$ cat src/rtl/swm_pkg.sv
// Shared types and constants for the sliding window maximum block.
package swm_pkg;

    // Default sizing
    localparam int MAX_WINDOW_DEF   = 64;
    localparam int SAMPLE_WIDTH_DEF = 16;

    // Width of the window size register
    localparam int CFG_WIDTH = 7;

    // Sequencer states
    typedef enum logic [2:0] {
        ST_IDLE,
        ST_FRONT_RD,
        ST_FRONT_CMP,
        ST_BACK_RD,
        ST_BACK_CMP,
        ST_APPEND,
        ST_EMIT
    } t_state;

endpackage

$ cat src/rtl/swm_cmp.sv
// Shared signed greater-or-equal compare unit used for both age and value tests.
module swm_cmp #(
    parameter int W = 17
) (
    input  logic signed [W-1:0] i_a,
    input  logic signed [W-1:0] i_b,
    output logic                o_ge
);

    // a >= b, two's complement
    assign o_ge = (i_a >= i_b);

endmodule

$ cat src/rtl/swm_store.sv
// Circular candidate store: one write port and one registered read port.
module swm_store #(
    parameter int DEPTH = 64,
    parameter int AW    = 6,
    parameter int DW    = 23
) (
    input  logic          i_clk,
    input  logic          i_we,
    input  logic [AW-1:0] i_waddr,
    input  logic [DW-1:0] i_wdata,
    input  logic          i_re,
    input  logic [AW-1:0] i_raddr,
    output logic [DW-1:0] o_rdata
);

    logic [DW-1:0] r_mem [DEPTH];
    logic [DW-1:0] r_rdata;

    // Write port
    always_ff @(posedge i_clk) begin
        if (i_we) begin
            r_mem[i_waddr] <= i_wdata;
        end
    end

    // Read port, data held while no read is issued
    always_ff @(posedge i_clk) begin
        if (i_re) begin
            r_rdata <= r_mem[i_raddr];
        end
    end

    assign o_rdata = r_rdata;

endmodule

$ cat src/rtl/sliding_window_maximum_top.sv
// Top level of the sliding window maximum block: sequencer, counters and output word.
//
// Usage:
//   Slave stream s_axis carries one sample per word: tdata holds the signed
//   sample, tuser[0] marks the first sample of a new sequence, which clears
//   the candidate store and the counters before the sample is taken.
//   Master stream m_axis carries the window maximum, one word per input word
//   once window_size samples of the current sequence have arrived.
//   The cfg channel writes window_size (0 acts as 1, above MAX_WINDOW acts
//   as MAX_WINDOW); write it only while the block is idle.
// Operation:
//   The sequencer steps one store read port and one shared compare unit.
//   Per word it reads the front candidate and pops it while it has aged
//   out, reads back candidates and pops those the sample dominates, then
//   appends the sample and loads any due result in ST_EMIT; s_axis_tready returns the cycle after.
// Reset and stall:
//   Reset clears the counters, sets window_size to 1 and empties the store.
//   While the receiver stalls, the output word holds and the next input word
//   is still taken and processed; it waits only to load its own result.
module sliding_window_maximum_top #(
    parameter int MAX_WINDOW   = swm_pkg::MAX_WINDOW_DEF,
    parameter int SAMPLE_WIDTH = swm_pkg::SAMPLE_WIDTH_DEF
) (
    input  logic                                  i_clk,
    input  logic                                  i_rst_n,
    // Input stream
    input  logic                                  s_axis_tvalid,
    output logic                                  s_axis_tready,
    input  logic [((SAMPLE_WIDTH+7)/8)*8-1:0]     s_axis_tdata,   // [SW-1:0] sample_value
    input  logic                                  s_axis_tuser,   // [0] start_of_sequence
    // Output stream
    output logic                                  m_axis_tvalid,
    input  logic                                  m_axis_tready,
    output logic [((SAMPLE_WIDTH+7)/8)*8-1:0]     m_axis_tdata,   // [SW-1:0] window_max
    // Configuration write channel
    input  logic                                  i_cfg_valid,
    output logic                                  o_cfg_ready,
    input  logic [swm_pkg::CFG_WIDTH-1:0]         i_cfg_data      // window_size
);

    import swm_pkg::*;

    localparam int SW   = SAMPLE_WIDTH;
    localparam int TW   = ((SAMPLE_WIDTH + 7) / 8) * 8;
    localparam int AW   = $clog2(MAX_WINDOW);
    localparam int NW   = $clog2(MAX_WINDOW + 1);
    localparam int PW   = $clog2(MAX_WINDOW) + 1;
    localparam int EW   = PW + SW;
    localparam int CMPW = (SW > PW + 1) ? SW : PW + 1;
    localparam int WCW  = (NW > CFG_WIDTH) ? NW : CFG_WIDTH;

    // Registers
    t_state          r_state, n_state;
    logic [AW-1:0]   r_head, n_head;
    logic [NW-1:0]   r_count, n_count;
    logic [PW-1:0]   r_pos, n_pos;
    logic [NW-1:0]   r_fill, n_fill;
    logic [CFG_WIDTH-1:0] r_win;
    logic [SW-1:0]   r_x, n_x;
    logic            r_front_new, n_front_new;
    logic            r_out_valid, n_out_valid;
    logic [SW-1:0]   r_out_data, n_out_data;

    // Store and compare connections
    logic            mem_we;
    logic [AW-1:0]   mem_waddr;
    logic [EW-1:0]   mem_wdata;
    logic            mem_re;
    logic [AW-1:0]   mem_raddr;
    logic [EW-1:0]   mem_rdata;
    logic [SW-1:0]   rd_value;
    logic [PW-1:0]   rd_pos;
    logic signed [CMPW-1:0] cmp_a, cmp_b;
    logic            cmp_ge;

    // Derived values
    logic [NW-1:0]   eff_win;
    logic [PW-1:0]   age;
    logic [AW-1:0]   head_inc, back_addr, app_addr, head_a;
    logic [NW-1:0]   cnt_a;
    logic            store_full;
    logic            accept_in;
    logic            need_out;
    logic            out_free;

    // Circular address: base + offset, offset at most the depth
    function automatic logic [AW-1:0] wrap_add(input logic [AW-1:0] base,
                                               input logic [NW-1:0] off);
        logic [AW:0] sum;
        sum = {1'b0, base} + (AW+1)'(off);
        if (sum >= (AW+1)'(MAX_WINDOW)) begin
            sum = sum - (AW+1)'(MAX_WINDOW);
        end
        return sum[AW-1:0];
    endfunction

    // Effective window: 0 acts as 1, clamp at the store depth
    always_comb begin
        if (r_win == '0) begin
            eff_win = NW'(1);
        end else if (WCW'(r_win) > WCW'(MAX_WINDOW)) begin
            eff_win = NW'(MAX_WINDOW);
        end else begin
            eff_win = NW'(r_win);
        end
    end

    assign rd_value   = mem_rdata[SW-1:0];
    assign rd_pos     = mem_rdata[EW-1:SW];
    assign age        = r_pos - rd_pos;
    assign head_inc   = wrap_add(r_head, NW'(1));
    assign back_addr  = wrap_add(r_head, r_count - NW'(1));
    assign store_full = (r_count >= NW'(MAX_WINDOW));
    assign head_a     = store_full ? head_inc : r_head;
    assign cnt_a      = store_full ? (r_count - NW'(1)) : r_count;
    assign app_addr   = wrap_add(head_a, cnt_a);
    assign accept_in  = s_axis_tvalid && s_axis_tready;
    assign need_out   = (r_fill >= eff_win);
    assign out_free   = !r_out_valid || m_axis_tready;

    // Shared compare operands: age vs window at the front, sample vs candidate at the back
    always_comb begin
        if (r_state == ST_FRONT_CMP) begin
            cmp_a = CMPW'(age);
            cmp_b = CMPW'(eff_win);
        end else begin
            cmp_a = CMPW'($signed(r_x));
            cmp_b = CMPW'($signed(rd_value));
        end
    end

    swm_cmp #(
        .W (CMPW)
    ) u_cmp (
        .i_a  (cmp_a),
        .i_b  (cmp_b),
        .o_ge (cmp_ge)
    );

    swm_store #(
        .DEPTH (MAX_WINDOW),
        .AW    (AW),
        .DW    (EW)
    ) u_store (
        .i_clk   (i_clk),
        .i_we    (mem_we),
        .i_waddr (mem_waddr),
        .i_wdata (mem_wdata),
        .i_re    (mem_re),
        .i_raddr (mem_raddr),
        .o_rdata (mem_rdata)
    );

    // Next state
    always_comb begin
        n_state = r_state;
        unique case (r_state)
            ST_IDLE: begin
                if (s_axis_tvalid) begin
                    n_state = ST_FRONT_RD;
                end
            end
            ST_FRONT_RD: begin
                n_state = (r_count == '0) ? ST_APPEND : ST_FRONT_CMP;
            end
            ST_FRONT_CMP: begin
                n_state = cmp_ge ? ST_FRONT_RD : ST_BACK_RD;
            end
            ST_BACK_RD: begin
                n_state = (r_count == '0) ? ST_APPEND : ST_BACK_CMP;
            end
            ST_BACK_CMP: begin
                n_state = cmp_ge ? ST_BACK_RD : ST_APPEND;
            end
            ST_APPEND: begin
                n_state = ST_EMIT;
            end
            ST_EMIT: begin
                if (!need_out || out_free) begin
                    n_state = ST_IDLE;
                end
            end
            default: n_state = ST_IDLE;
        endcase
    end

    // Datapath and store control
    always_comb begin
        n_head      = r_head;
        n_count     = r_count;
        n_pos       = r_pos;
        n_fill      = r_fill;
        n_x         = r_x;
        n_front_new = r_front_new;
        n_out_valid = r_out_valid && !m_axis_tready;
        n_out_data  = r_out_data;
        mem_we      = 1'b0;
        mem_waddr   = app_addr;
        mem_wdata   = {r_pos, r_x};
        mem_re      = 1'b0;
        mem_raddr   = r_head;
        unique case (r_state)
            ST_IDLE: begin
                if (accept_in) begin
                    n_x = s_axis_tdata[SW-1:0];
                    if (s_axis_tuser) begin
                        n_count = '0;
                        n_pos   = '0;
                        n_fill  = '0;
                    end
                end
            end
            ST_FRONT_RD: begin
                mem_re = 1'b1;
            end
            ST_FRONT_CMP: begin
                // aged out: pop the front
                if (cmp_ge) begin
                    n_head  = head_inc;
                    n_count = r_count - NW'(1);
                end
            end
            ST_BACK_RD: begin
                mem_re    = 1'b1;
                mem_raddr = back_addr;
            end
            ST_BACK_CMP: begin
                // dominated by the new sample: pop the back
                if (cmp_ge) begin
                    n_count = r_count - NW'(1);
                end
            end
            ST_APPEND: begin
                mem_we      = 1'b1;
                mem_re      = 1'b1;
                mem_raddr   = head_a;
                n_head      = head_a;
                n_count     = cnt_a + NW'(1);
                n_pos       = r_pos + PW'(1);
                n_front_new = (cnt_a == '0);
                if (r_fill < NW'(MAX_WINDOW)) begin
                    n_fill = r_fill + NW'(1);
                end
            end
            ST_EMIT: begin
                if (need_out && out_free) begin
                    n_out_valid = 1'b1;
                    n_out_data  = r_front_new ? r_x : rd_value;
                end
            end
            default: ;
        endcase
    end

    // Control registers
    always_ff @(posedge i_clk) begin
        if (!i_rst_n) begin
            r_state     <= ST_IDLE;
            r_head      <= '0;
            r_count     <= '0;
            r_pos       <= '0;
            r_fill      <= '0;
            r_out_valid <= 1'b0;
            r_win       <= CFG_WIDTH'(1);
        end else begin
            r_state     <= n_state;
            r_head      <= n_head;
            r_count     <= n_count;
            r_pos       <= n_pos;
            r_fill      <= n_fill;
            r_out_valid <= n_out_valid;
            if (i_cfg_valid) begin
                r_win <= i_cfg_data;
            end
        end
    end

    // Payload registers
    always_ff @(posedge i_clk) begin
        r_x         <= n_x;
        r_front_new <= n_front_new;
        r_out_data  <= n_out_data;
    end

    assign s_axis_tready = (r_state == ST_IDLE);
    assign m_axis_tvalid = r_out_valid;
    assign m_axis_tdata  = TW'(r_out_data);
    assign o_cfg_ready   = 1'b1;

`ifndef NO_ASSERTIONS
    // Candidate count never exceeds the store depth
    a_count_bound: assert property (@(posedge i_clk) disable iff (!i_rst_n)
        r_count <= NW'(MAX_WINDOW))
        else $error("candidate count above store depth");

    // Fill count saturates at the store depth
    a_fill_bound: assert property (@(posedge i_clk) disable iff (!i_rst_n)
        r_fill <= NW'(MAX_WINDOW))
        else $error("fill count above store depth");

    // Head pointer stays inside the store
    a_head_bound: assert property (@(posedge i_clk) disable iff (!i_rst_n)
        r_head < AW'(MAX_WINDOW) || MAX_WINDOW == (1 << AW))
        else $error("head pointer outside store");

    // A start word clears the fill count
    a_start_clear: assert property (@(posedge i_clk) disable iff (!i_rst_n)
        accept_in && s_axis_tuser |=> r_fill == '0)
        else $error("start of sequence did not clear fill count");

    // After an append the store holds at least the new sample
    a_append_nonempty: assert property (@(posedge i_clk) disable iff (!i_rst_n)
        r_state == ST_APPEND |=> r_count != '0)
        else $error("store empty after append");
`endif

endmodule

$ cat config.mk
export PLATFORM = sky130hd
export DESIGN_NAME = sliding_window_maximum_top
export DESIGN_NICKNAME = d
export VERILOG_FILES = /design/src/rtl/swm_pkg.sv /design/src/rtl/swm_cmp.sv /design/src/rtl/swm_store.sv /design/src/rtl/sliding_window_maximum_top.sv
export SDC_FILE = /design/constraint.sdc
export NUM_CORES = 2
export LEC_CHECK = 0
export BUFFER_PORTS_ARGS = -buffer_cell sky130_fd_sc_hd__buf_2
export CORE_UTILIZATION = 50
export DETAILED_ROUTE_END_ITERATION = 10
export PLACE_DENSITY = 0.7
export SLEW_MARGIN = 20
export SYNTH_ARGS = -nofsm -noshare
export SYNTH_HDL_FRONTEND = slang
export SYNTH_SLANG_ARGS = --single-unit
$ cat constraint.sdc
create_clock -name i_clk -period 5.8 [get_ports i_clk]
set_input_delay 0.58 -clock i_clk [delete_from_list [all_inputs] [get_ports i_clk]]
set_output_delay 0.58 -clock i_clk [all_outputs]
set_load 0.01 [all_outputs]
# Yosys cells after proc, flatten, opt, wreduce, memory -nomap -nowiden
# Memory sizes are Yosys's and may differ from the RTL's. A register that Yosys moved wholly into a read port is not among the register bits.
# Cells that the tools add are included.
# word_totals
ff_bits,71
mem_bits_rw,1472
in_bits,29
n_memories,1
# op_classes
add_sub_neg,11
n_lt_le_gt_ge,8
eq_ne,13
mux,33
reduce_logical,24
# memory_table
memory,depth,word_bits,rd,rd_ports_with_merged_regs,wr,line_no,rtl
u_store.r_mem,64,23,1,1,1,swm_store.sv:16,logic [DW-1:0] r_mem [DEPTH];
# ops
cell,count
2-to-1 mux 7 bit,7
2-to-1 mux 16 bit,3
2-to-1 mux 6 bit,5
"greater-or-equal comparator 7 bit, second input constant",4
one-hot mux 7 bit (2 select lines),2
one-hot mux 6 bit (2 select lines),2
"adder 7 x 1 -> 7 bit, second input constant",3
zero test 7 bit,3
one-hot mux 3 bit (7 select lines),1
one-hot mux 7 bit (3 select lines),1
"subtractor 6 x 1 -> 6 bit, second input constant",3
greater-or-equal comparator 16 bit,1
adder 6 x 7 -> 7 bit,2
2-to-1 mux 3 bit,4
"equality test 3 bit, second input constant",3
"inequality test 2 bit, second input constant",4
AND reduction 2 bit,4
AND reduction 4 bit,2
"adder 6 x 1 -> 7 bit, second input constant",1
greater-or-equal comparator 7 bit,1
"> comparator 7 bit, second input constant",1
"less-than comparator 7 bit, second input constant",1
2-to-1 mux 1 bit,7
"subtractor 7 x 1 -> 7 bit, second input constant",1
14 further kinds,23

# Logic depth before layout (Yosys ltp)
# depth
depth_word,8
ltp_mapped,19
ltp_nobuf,18

# Hierarchy
# From an unflattened synthesis, not the netlist that was laid out.
# unflattened
cells_unflattened,3016
area_unflattened_um2,61998.2
# modules_own_cells
module,n_inst,cells_each,area_per_inst_um2,seq_area_each_um2
swm_store,1,2446,56950.9,44893.1
sliding_window_maximum_top,1,516,4634.4,1751.7
swm_cmp,1,54,412.9,0.0

# Worst setup path after synthesis
# Ideal clock, no wire load.
# synth_timing
path_type,register to register
startpoint,reg r_count[6]
endpoint,mem u_store.r_mem[25][0] (enable)
setup_ns,0.432
arrival_ns,4.311
required_ns,5.368
path_slack_ns,1.058
stages_incl_launch_ff,14
path_cell_list,dfxtp_1 -> buf_4 -> buf_2 -> buf_1 -> nor2_1 -> a21oi_1 -> ha_1 -> a21o_1 -> a21oi_1 -> o21bai_1 -> a21o_1 -> xor2_1 -> clkbuf_1 -> nor3_1
# synth_between
elab_chain_len,5
word_cells_on_any_way,8
classes_between,add/sub: 3; order compare: 2; mux: 3
# synth_rtl
element,line_no,rtl
from (decl),sliding_window_maximum_top.sv:55,"logic [NW-1:0] r_count, n_count;"
from (signal assigned),sliding_window_maximum_top.sv:268,r_count <= n_count;
subtractor 7 x 1 -> 7 bit or greater-or-equal comparator 7 bit (tied branches),"sliding_window_maximum_top.sv:115, sliding_window_maximum_top.sv:113",
2-to-1 mux 7 bit or 2-to-1 mux 6 bit (tied branches),"sliding_window_maximum_top.sv:115, sliding_window_maximum_top.sv:114",
adder 6 x 7 -> 7 bit (*),sliding_window_maximum_top.sv:90,"sum = {1'b0, base} + (AW+1)'(off);"
greater-or-equal comparator 7 bit or subtractor 6 x 1 -> 6 bit (tied branches),"sliding_window_maximum_top.sv:91, sliding_window_maximum_top.sv:92",
2-to-1 mux 6 bit (*),sliding_window_maximum_top.sv:91,if (sum >= (AW+1)'(MAX_WINDOW)) begin
to (decl),swm_store.sv:16,
# Mark *: on every way between the ends. The rest lies on a longest branch, timed or not.

# Worst setup path after layout
# layout_timing
startpoint,reg r_count[0]
endpoint,reg u_store.r_rdata[14] (netlist: u_store.o_rdata[14]) (read register of u_store.r_mem) (data pin)
# layout_between
elab_chain_len,5
word_cells_on_any_way,8
classes_between,add/sub: 3; order compare: 2; mux: 3
# layout_rtl
element,line_no,rtl
subtractor 7 x 1 -> 7 bit,sliding_window_maximum_top.sv:112,"assign back_addr = wrap_add(r_head, r_count - NW'(1));"
adder 6 x 7 -> 7 bit,sliding_window_maximum_top.sv:90,
subtractor 6 x 1 -> 6 bit or greater-or-equal comparator 7 bit (tied branches),"sliding_window_maximum_top.sv:92, sliding_window_maximum_top.sv:91",
2-to-1 mux 6 bit,sliding_window_maximum_top.sv:91,
one-hot mux 6 bit (2 select lines) (*),sliding_window_maximum_top.sv:202,unique case (r_state)
to (decl),swm_store.sv:17,logic [DW-1:0] r_rdata;
# Marks and branches as above.
# A chain may end at the register's enable or synchronous reset.

==> flow_summary.yaml <==
clock_tree:
  ctsHtreeMaxLevel: 4
  cts_tree: "built"
  clk_root_buffer_cell: "clkbuf_16"
  numCtsBuffers: 152
  cts_sinks: 1566
  clockBufferDepth: 3
  clock_latency_ns: 0.78
  postCtsSetupBuffers: 0
  clkTransAtPathRegs_ns: 0.06
timing:
  rsz0062_at_grt: "false"
  slew_violations: 0
  hold_viol_final: 0
  post-route-min-period_ns: 4.924
  setup_violations: 0
  worstMarginPinSlew_ns: 1.158
  fin_worst_skew_ns: 0.03102
  fin_hold_ws_ns: 0.06304
  slew-limit-headroom_pct: 21.15
  fin_tns_setup_ns: 0
  fin_crit_sh_pct: 84.90
  clock.fmax_mhz: 203.1
  finalWorstSetupSlack_ns: 0.8760
global_routing:
  grt_pass1_vias: 35680
  grt_max_degree: 108
  overflow: 0
  grt_usage_pct: 26.99
  grt_pass1_wl_um: 245000
  antenna_found_initial: 13
floorplanning:
  io-pin-count: 48
  die_w_um: 355.3
  num_rows: 129
  die_y_um: 355.3
  die-area_mm2: 0.1262
  start_util_pct: 50.40
  coreArea_mm2: 0.1238
logic_synthesis:
  ys_warn_count: 0
  synth_area_mm2: 0.06239
  synth_xor_area_share_pct: 0.6457
  synth.largest_area_cell: "edfxtp_1"
  yosysMostFrequentCell: "edfxtp_1"
  syn_inst: 4001
  synth_seq_cells: 1566
  synth_seq_area_share_pct: 74.76
  async_flop_share_pct: 0
  synth_top_area_share_pct: 73.54
  synthAdderAreaFrac_pct: 0.9786
  synth.area.top_cells: "edfxtp_1, mux2i_1, a32oi_1"
  synthSimpleGateAreaFrac_pct: 8.033
  synthMuxAreaShare_pct: 6.481
  ys_types: 80
  syn-num-nets: 4077
  ys_top_cells_by_count: "edfxtp_1, nand2_1, mux2i_1"
  synth_compound_area_share_pct: 7.161
  avgSynthCellArea_um2: 15.59
  synth_ff_type: "edfxtp_1"
  synth_top_family_by_area: "simple AND/OR/NAND/NOR gates"
  synth_edf_count: 1528
critical_path:
  end_kind: "flop"
  crit_fanout: 23
  worst_ep_required_time_ns: 6.29
  start_kind: "flop"
  path_class: "flop to flop"
  r2r_slack_ns: 0.88
  crit_arrival_ns: 5.42
cells_and_area:
  drive_above_1_share_pct: 12.76
  final_cell_area_mm2: 0.07042
  fin_nets: 4206
  area_growth_syn_to_layout_pct: 12.86
placed_design:
  io_buffers: 46
  place_congestion: 0.9035
  dp_slack_ns: 1.009
  dp.final_hpwl_um: 96010
  placed_area_mm2: 0.06542
detailed_routing:
  routedWlPerCell_um: 29.09
  drc: 24
  vias_per_cell: 6.293
  drt_iter0_markers: 5184
  drtAntennaViolNets: 0
  wl_um: 171400
  via_count: 37090
  drtPass1Iterations: 11
power:
  p_leak_uw: 0.02494
  ir_worst_vdd_uv: 505.0
  power.density_mw_per_mm2: 483.9
outcome:
  status: "complete, but fails checks"
  violations: "DRC"
worst_hold_path:
  hold_path.class: "input port to flop"
run:
  maxCapViolCount: 0
==> timing repair <==
| item | in CTS | in global routing |
|---|---|---|
| resized for setup | 0 | 0 |
| hold buffers | 16 | 0 |
| endpoints found under the hold margin | 16 | 0 |
==> sequential cells by signal, indices dropped and copies added (netlist names) <==
signal,flops
u_store.r_mem,1472
u_store.o_rdata,23
m_axis_tdata,16
r_x,16
r_count,7
r_fill,7
r_pos,7
r_win,7
r_head,6
r_state,3
m_axis_tvalid,1
r_front_new,1
==> cell families (layout without fill, tap and decap cells) <==
| group | after synthesis | in the layout |
|---|---|---|
| compound gates | 531 | 531 |
| xor+xnor | 46 | 46 |
| simple gates | 1143 | 1143 |
| buf+inv | 266 | 519 |
| flops | 1566 | 1566 |
| other cells | 1 | 3 |
| fa+ha+maj | 47 | 47 |
| mux | 401 | 401 |
==> metal layers <==
metal	GRT usage, %	up-vias	part of all wire (%)	routed length, µm
li1	-	15920	-	-
met1	36.22	18510	38	64800
met2	42.09	2263	47	79760
met3	5.903	393	11	18790
met4	12.76	8	4.7	8004
met5	0	-	0.029	50
==> worst max-delay path, cell delays in order, from the launching register on <==
cell	delay (ns)
dfxtp_1	0.49
inv_1	0.11
ha_1	0.26
xor2_1	0.24
ha_1	0.32
and3_1	0.22
o211ai_1	0.17
nand2_1	0.08
xnor2_1	0.13
a21oi_1	0.82
mux2i_4	1.07
a22o_1	0.62
nor2_1	0.10
==> metrics by stage <==
step	total power [µW]	cells	util, %
after floorplan	20280	4001	-
after global placement	24330	5596	52.85
after detailed placement	24480	5596	52.85
after CTS	33960	5890	56.85
after global routing	35090	5891	56.88
final	34070	5893	56.88
==> power breakdown <==
part / switching, µW / internal [µW] / leakage (µW) / total [µW]
Clock: 4170 / 5440 / 0.00235 / 9620
Sequential: 358 / 13100 / 0.0138 / 13500
Combinational: 7670 / 3310 / 0.00875 / 11000
Total: 12200 / 21900 / 0.0249 / 34100
==> cell type report <==
class                           instances  area [µm²]
Antenna cell                            2       5.005
Timing Repair Buffer                  216        1854
Clock buffer                          190        4083
Inverter                               25       93.84
Sequential cell                      1566       46650
Tap cell                             1637        2048
Clock inverter                         88       715.7
Multi-Input combinational cell       2169       14960
Fill cell                            9288       53380
==> cell usage in the layout (no fill, tap or decap), types with 14 or more instances in the layout <==
master,count
dfxtp_1,31
nor3_2,64
xnor2_1,20
buf_2,46
clkbuf_16,157
and2_1,14
nand2_1,794
clkinv_2,27
clkinv_1,34
clkbuf_1,30
a32oi_1,366
o21ai_0,25
nor2_1,79
xor2_1,24
dlygate4sd3_1,16
buf_4,130
edfxtp_1,1528
nand4_1,103
nand3_1,18
inv_1,25
mux2i_1,377
ha_1,44
a21oi_1,33
mux2_2,18
a22o_1,45
buf_12,23
==> final timing paths <==
path	from	to	depth (start not counted)
max	r_count[0]$_SDFFE_PN0P_	u_store.o_rdata[14]$_DFFE_PP_	12
min	i_cfg_data[2]	r_win[2]$_SDFFE_PN0P_	3
min reg2reg	r_win[0]$_SDFFE_PN1P_	r_win[0]$_SDFFE_PN1P_	2
max reg2reg	r_count[0]$_SDFFE_PN0P_	u_store.o_rdata[14]$_DFFE_PP_	12
Note: power is estimated with default switching activity, not from simulation.
